File: src/rtl/core/fnks_pkg.sv
// shared types and constants for the filtered nearest-key search core
// no dependencies
`default_nettype none

package fnks_pkg;

  localparam int unsigned TableDepth = 1024;
  localparam int unsigned AddrW      = $clog2(TableDepth);
  localparam int unsigned CountW     = $clog2(TableDepth + 1);
  localparam int unsigned KeyW       = 24;
  localparam int unsigned ActW       = 2;
  localparam int unsigned StatW      = 3;

  // action codes, the remaining codes clear the table
  localparam logic [ActW-1:0] ActLoad  = 2'd0;
  localparam logic [ActW-1:0] ActQuery = 2'd1;

  // result status codes
  localparam logic [StatW-1:0] StLoaded  = 3'd0;
  localparam logic [StatW-1:0] StDropped = 3'd1;
  localparam logic [StatW-1:0] StFound   = 3'd2;
  localparam logic [StatW-1:0] StNone    = 3'd3;
  localparam logic [StatW-1:0] StCleared = 3'd4;

  typedef enum logic [1:0] {
    StateIdle,
    StateScan,
    StateDrain,
    StateResp
  } state_e;

  typedef struct packed {
    logic [ActW-1:0] action;
    logic [KeyW-1:0] entry_key;
    logic [KeyW-1:0] entry_size;
    logic [KeyW-1:0] preferred_key;
    logic [KeyW-1:0] minimum_size;
  } in_beat_t;

  typedef struct packed {
    logic [StatW-1:0] status;
    logic [KeyW-1:0]  best_key;
  } out_beat_t;

  // controller to datapath
  typedef struct packed {
    logic latch;
    logic scan_rd;
    logic finish;
  } dp_cmd_t;

  // datapath to controller
  typedef struct packed {
    logic in_query;
    logic count_zero;
    logic scan_last;
    logic out_free;
  } dp_stat_t;

endpackage

`default_nettype wire

File: src/rtl/core/fnks_ctrl.sv
// controller state machine for the filtered nearest-key search core
// depends on fnks_pkg
`default_nettype none

module fnks_ctrl (
  input  logic              clk_i,
  input  logic              rst_ni,
  input  logic              in_valid_i,
  output logic              in_ready_o,
  input  fnks_pkg::dp_stat_t stat_i,
  output fnks_pkg::dp_cmd_t  cmd_o
);

  fnks_pkg::state_e state_q, state_d;

  // state register
  always_ff @(posedge clk_i or negedge rst_ni) begin
    if (!rst_ni) begin
      state_q <= fnks_pkg::StateIdle;
    end else begin
      state_q <= state_d;
    end
  end

  // next state
  always_comb begin
    state_d = state_q;
    unique case (state_q)
      fnks_pkg::StateIdle: begin
        if (in_valid_i) begin
          if (stat_i.in_query && !stat_i.count_zero) begin
            state_d = fnks_pkg::StateScan;
          end else begin
            state_d = fnks_pkg::StateResp;
          end
        end
      end
      fnks_pkg::StateScan: begin
        if (stat_i.scan_last) begin
          state_d = fnks_pkg::StateDrain;
        end
      end
      fnks_pkg::StateDrain: begin
        state_d = fnks_pkg::StateResp;
      end
      fnks_pkg::StateResp: begin
        if (stat_i.out_free) begin
          state_d = fnks_pkg::StateIdle;
        end
      end
      default: state_d = fnks_pkg::StateIdle;
    endcase
  end

  // outputs
  always_comb begin
    in_ready_o    = 1'b0;
    cmd_o         = '0;
    unique case (state_q)
      fnks_pkg::StateIdle: begin
        in_ready_o  = 1'b1;
        cmd_o.latch = in_valid_i;
      end
      fnks_pkg::StateScan: begin
        cmd_o.scan_rd = 1'b1;
      end
      fnks_pkg::StateDrain: begin
      end
      fnks_pkg::StateResp: begin
        cmd_o.finish = stat_i.out_free;
      end
      default: begin
      end
    endcase
  end

endmodule

`default_nettype wire

File: config.mk
export PLATFORM = sky130hd
export DESIGN_NAME = fnks_ctrl
export DESIGN_NICKNAME = d
export VERILOG_FILES = /design/src/rtl/core/fnks_pkg.sv /design/src/rtl/core/fnks_ctrl.sv
export SDC_FILE = /design/constraint.sdc
export NUM_CORES = 1
export LEC_CHECK = 0
export BUFFER_PORTS_ARGS = -buffer_cell sky130_fd_sc_hd__buf_2
export CORE_AREA = 8 8 45 47
export CTS_CLUSTER_DIAMETER = 150
export CTS_CLUSTER_SIZE = 25
export DETAILED_ROUTE_END_ITERATION = 8
export DIE_AREA = 0 0 53 55
export GPL_ROUTABILITY_DRIVEN = 0
export SETUP_SLACK_MARGIN = 0.3
export SLEW_MARGIN = 30
export SYNTH_ARGS = -nofsm -noshare
export SYNTH_HDL_FRONTEND = slang
export SYNTH_SLANG_ARGS = --single-unit
export TNS_END_PERCENT = 100
File: constraint.sdc
create_clock -name clk_i -period 2.25 [get_ports clk_i]
set_input_delay 0.1125 -clock clk_i [delete_from_list [all_inputs] [get_ports clk_i]]
set_output_delay 0.1125 -clock clk_i [all_outputs]
set_load 0.005 [all_outputs]
* Word level (Yosys, flattened, before mapping) *
Cells that the tools add are included.

cells by class
  equal/unequal tests = 6
  muxes and demuxes = 9
  reduce and logical (&&, ||, !) cells = 4

operators by type and width
  cell                                                             number
  2-bit 2-to-1 mux                                                 4
  2-bit one-hot mux with 4 select lines                            1
  2-bit inequality test, second input constant                     3
  2-bit == test, second input constant                             2
  1-bit 2-to-1 mux                                                 4
  3-bit AND reduction                                              1
  2-bit by 1-bit == test with 1-bit output, second input constant  1
  2-bit zero test                                                  1
  1-bit logical AND                                                1
  1-bit zero test                                                  1

storage, ports and cells
  flip-flop bits (word level) = 2
  input port bits = 7
  word-level logic and storage cells = 20

* Longest topological paths before layout *
  word-level depth = 5
  depth in mapped cells = 5
  gate-level depth less buffers = 5

* Worst setup path after synthesis *
OpenSTA, ideal clock, no wires.

  path type = register -> register
  from = register state_q[1]
  to = register state_q[0]
  arrival time = 1296 ps
  slack = 874 ps
  stages on the path, launching flop included = 5
  cell sequence = dfrtp_1 inv_1 ha_1 a222oi_1 mux2i_1

between the ends
  cells in the longest elaborated chain, start to end = 3
  elaborated cells between the ends (all ways) = 9
  those cells by class = eq/ne (6); mux (1); reduce/logical (2)

ends and longest elaborated chain
  element                                                           line             RTL
  start: declaration                                                fnks_ctrl.sv:14  fnks_pkg::state_e state_q, state_d;
  start signal: assignment                                          fnks_ctrl.sv:19  state_q <= fnks_pkg::StateIdle;
  start signal: assignment                                          fnks_ctrl.sv:21  state_q <= state_d;
  2-bit by 1-bit == test with 1-bit output (tied with other cells)  fnks_ctrl.sv:28  unique case (state_q)
  2-bit inequality test (no line)                                   -
  3-bit AND reduction (no line)                                     -

Parallel ways exist; a longest one is shown, timed or not.
A chain may end at the register's enable or synchronous reset.

* Worst setup path after layout *
  from = register state_q[0]
  to = register state_q[1]

Same word-level chain as after synthesis.

==> impl_metrics.env <==
export IMPL_outcome="completed"
export IMPL_reg2reg_slack_ns=0.77
export IMPL_layout_filler_cells=161
export IMPL_finish_net_count=46
export IMPL_postRouteWirelength_um=434
export IMPL_first_global_vias=173
export IMPL_global_route_overflow_total=0
export IMPL_min_period_over_period=0.658
export IMPL_chipWidth_um=53
export IMPL_detailedRoute_firstIterationViolations=2
export IMPL_worst_ep_arrival_time_ns=1.62
export IMPL_finClkSkew_ns=0.000943
export IMPL_global_route_usage_sum=0.0366
export IMPL_maxSlewHeadroom=0.674
export IMPL_top_level_ports=11
export IMPL_syn_num_nets=30
export IMPL_insertion_delay_ns=0.22
export IMPL_post_route_worst_setup_slack_ns=0.769
export IMPL_route_antenna_remaining_nets=0
export IMPL_p_per_area_nw_per_um2=1160
export IMPL_post_route_cells_drive_above_1_share=0.394
export IMPL_multiInputGateArea_sq_um=109
export IMPL_fmaxAchievable_ghz=0.675
export IMPL_grt_pass1_wl_um=648
export IMPL_worst_slew_pin_slew_ns=0.488
export IMPL_hp_class="primary input to asynchronous set/reset pin"
export IMPL_rsz0062_at_grt="false"
export IMPL_ctsResizeCount=0
export IMPL_number_of_pins_with_negative_max_slew_slack_in_the_final_report=0
export IMPL_post_synth_num_cell_types=9
export IMPL_cap_violations=0
export IMPL_vdd_ir_drop_worst_uv=187
export IMPL_synth_seq_area_share=0.282
export IMPL_crit_path_max_fanout=6
export IMPL_grt_max_degree=7
export IMPL_vias=178
export IMPL_placementRows=14
export IMPL_floorplan_core_area_sq_um=1380
export IMPL_initial_core_util=0.128
export IMPL_min_period_ns=1.48
export IMPL_drc_errors=0
export IMPL_average_routed_wire_per_standard_cell_um=8.86
export IMPL_largest_register_by_flop_count="state_q"
export IMPL_die_height_um=55
export IMPL_clockRootBuffer="sky130_fd_sc_hd__clkbuf_4"
export IMPL_regToRegEndpoint="state_q[1]"
export IMPL_timing_critical_path_required_ns=2.39
export IMPL_crit_path_start="state_q[0]"
export IMPL_mappedNetlistArea_sq_um=178
export IMPL_synthesis_instances=19
export IMPL_numPortBuffers=10
export IMPL_clock_sink_count=2
export IMPL_crit_type="register to register"
export IMPL_timing_final_hold_violations=0
export IMPL_pre_cts_slack_ns=0.757
export IMPL_cts_reportedPaths_clkPinSlew_ns=0.03
export IMPL_worst_r2r_cell_count=4
export IMPL_postSynthRegisterBits=2
export IMPL_cts_root_to_sink_buffers=2
export IMPL_cts_max_level=1
export IMPL_route_detailed_vias_per_inst=3.63
export IMPL_synthToLayoutAreaGrowth_pct=57.7
export IMPL_synth_warnings=0
export IMPL_layout_area_seq_sq_um=50.0
export IMPL_setup_tns_final_ns=0
export IMPL_cellLeakagePower_nw=0.170
export IMPL_die_area_sq_um=2920
export IMPL_biggestRegsByFlops="state_q (2)"
export IMPL_grt_antenna_before_repair=0
export IMPL_timing_critical_path_to_type="register"
export IMPL_antenna_diode_count=0
export IMPL_synth_area_per_cell_sq_um=9.35
export IMPL_cts_buffers_inserted=3
export IMPL_crit_path_end="state_q[1]"
export IMPL_regToRegStartpoint="state_q[0]"
export IMPL_flip_flop_count_of_the_largest_register_after_layout=2
export IMPL_detail_route_first_pass_iterations=4
export IMPL_tritoncts="built"
export IMPL_setup_violations_final=0
export IMPL_crit_path_start_kind="register"
[worst max-delay path: stages (launching register included)]
cell                       delay, ns
sky130_fd_sc_hd__dfrtp_1        0.36
sky130_fd_sc_hd__inv_1          0.09
sky130_fd_sc_hd__ha_1           0.26
sky130_fd_sc_hd__a222oi_1       0.43
sky130_fd_sc_hd__mux2i_1        0.25
[worst min path at each step]
stage	to	slack (ns)	startpoint
after global placement	state_q[0]	-0.1	rst_ni
after floorplan	state_q[0]	-0.18	rst_ni
after global routing	state_q[1]	0.21	rst_ni
final	state_q[0]	0.21	rst_ni
after detailed placement	state_q[0]	-0.1	rst_ni
after CTS	state_q[0]	0.20	rst_ni
[final cells by class]
cell class                      count  area share
Inverter                            5      0.0670
Tap cell                           16      0.0714
Clock buffer                        3      0.0804
Multi-Input combinational cell     12       0.388
Timing Repair Buffer               11       0.214
Sequential cell                     2       0.179
[routing by layer]
metal | track usage | up-vias | wire (um)
li1 | - | 90 | -
met5 | 0 | - | 0
met4 | 0.0776 | 0 | 27
met1 | 0.0213 | 80 | 121
met3 | 0.0160 | 2 | 42
met2 | 0.0566 | 6 | 242
[where the power goes]
| part | internal, mW | switching [mW] |
|---|---|---|
| combinational | 0.0843 | 0.0883 |
| clock | 0.0589 | 0.0211 |
| sequential | 0.0571 | 0.0142 |
| total | 0.200 | 0.124 |
[Yosys cell counts]
library cell,number,area [sq um]
sky130_fd_sc_hd__dfrtp_1,2,50.1
sky130_fd_sc_hd__a222oi_1,1,10.0
sky130_fd_sc_hd__and2_1,2,12.5
sky130_fd_sc_hd__ha_1,4,50.1
sky130_fd_sc_hd__inv_1,5,18.8
sky130_fd_sc_hd__nor2_1,1,3.75
sky130_fd_sc_hd__mux2i_1,2,20.0
sky130_fd_sc_hd__o21ai_0,1,5.00
sky130_fd_sc_hd__nand3b_1,1,7.51
[through the flow]
| stage | hold slack (ns) | util | power, mW | area, sq um | std cells |
|---|---|---|---|---|---|
| 2_1_floorplan | -0.183 | - | 0.190 | 178 | 19 |
| 3_3_place_gp | -0.0992 | 0.179 | 0.241 | 248 | 45 |
| 3_5_place_dp | -0.0995 | 0.179 | 0.247 | 248 | 45 |
| 4_1_cts | 0.203 | 0.203 | 0.335 | 280 | 49 |
| 5_1_grt | 0.209 | 0.203 | 0.368 | 280 | 49 |
| 6_report | 0.206 | 0.203 | 0.324 | 280 | 49 |
[repair_timing]
| item | 4_1_cts | 5_1_grt |
|---|---|---|
| buffers inserted | 0 | 0 |
| hold endpoints to repair | 2 | 0 |
| hold buffers | 1 | 0 |
[cells by family after synthesis]
family,count (synthesis),share of synthesized area
and+or+nand+nor,4,0.134
muxes,2,0.113
buffers and inverters,5,0.106
AOI/OAI and AO/OA,2,0.0845
adders and majority gates,4,0.282
DFF,2,0.282
[placed cells by master, fill, tap and decap left out]
| cell | n |
|---|---|
| sky130_fd_sc_hd__a222oi_1 | 1 |
| sky130_fd_sc_hd__and2_1 | 2 |
| sky130_fd_sc_hd__buf_2 | 10 |
| sky130_fd_sc_hd__clkbuf_4 | 3 |
| sky130_fd_sc_hd__dfrtp_1 | 2 |
| sky130_fd_sc_hd__dlygate4sd3_1 | 1 |
| sky130_fd_sc_hd__ha_1 | 4 |
| sky130_fd_sc_hd__inv_1 | 5 |
| sky130_fd_sc_hd__mux2i_1 | 2 |
| sky130_fd_sc_hd__nand3b_1 | 1 |
| sky130_fd_sc_hd__nor2_1 | 1 |
| sky130_fd_sc_hd__o21ai_0 | 1 |
No activity file was read; power rests on OpenSTA's default activity.
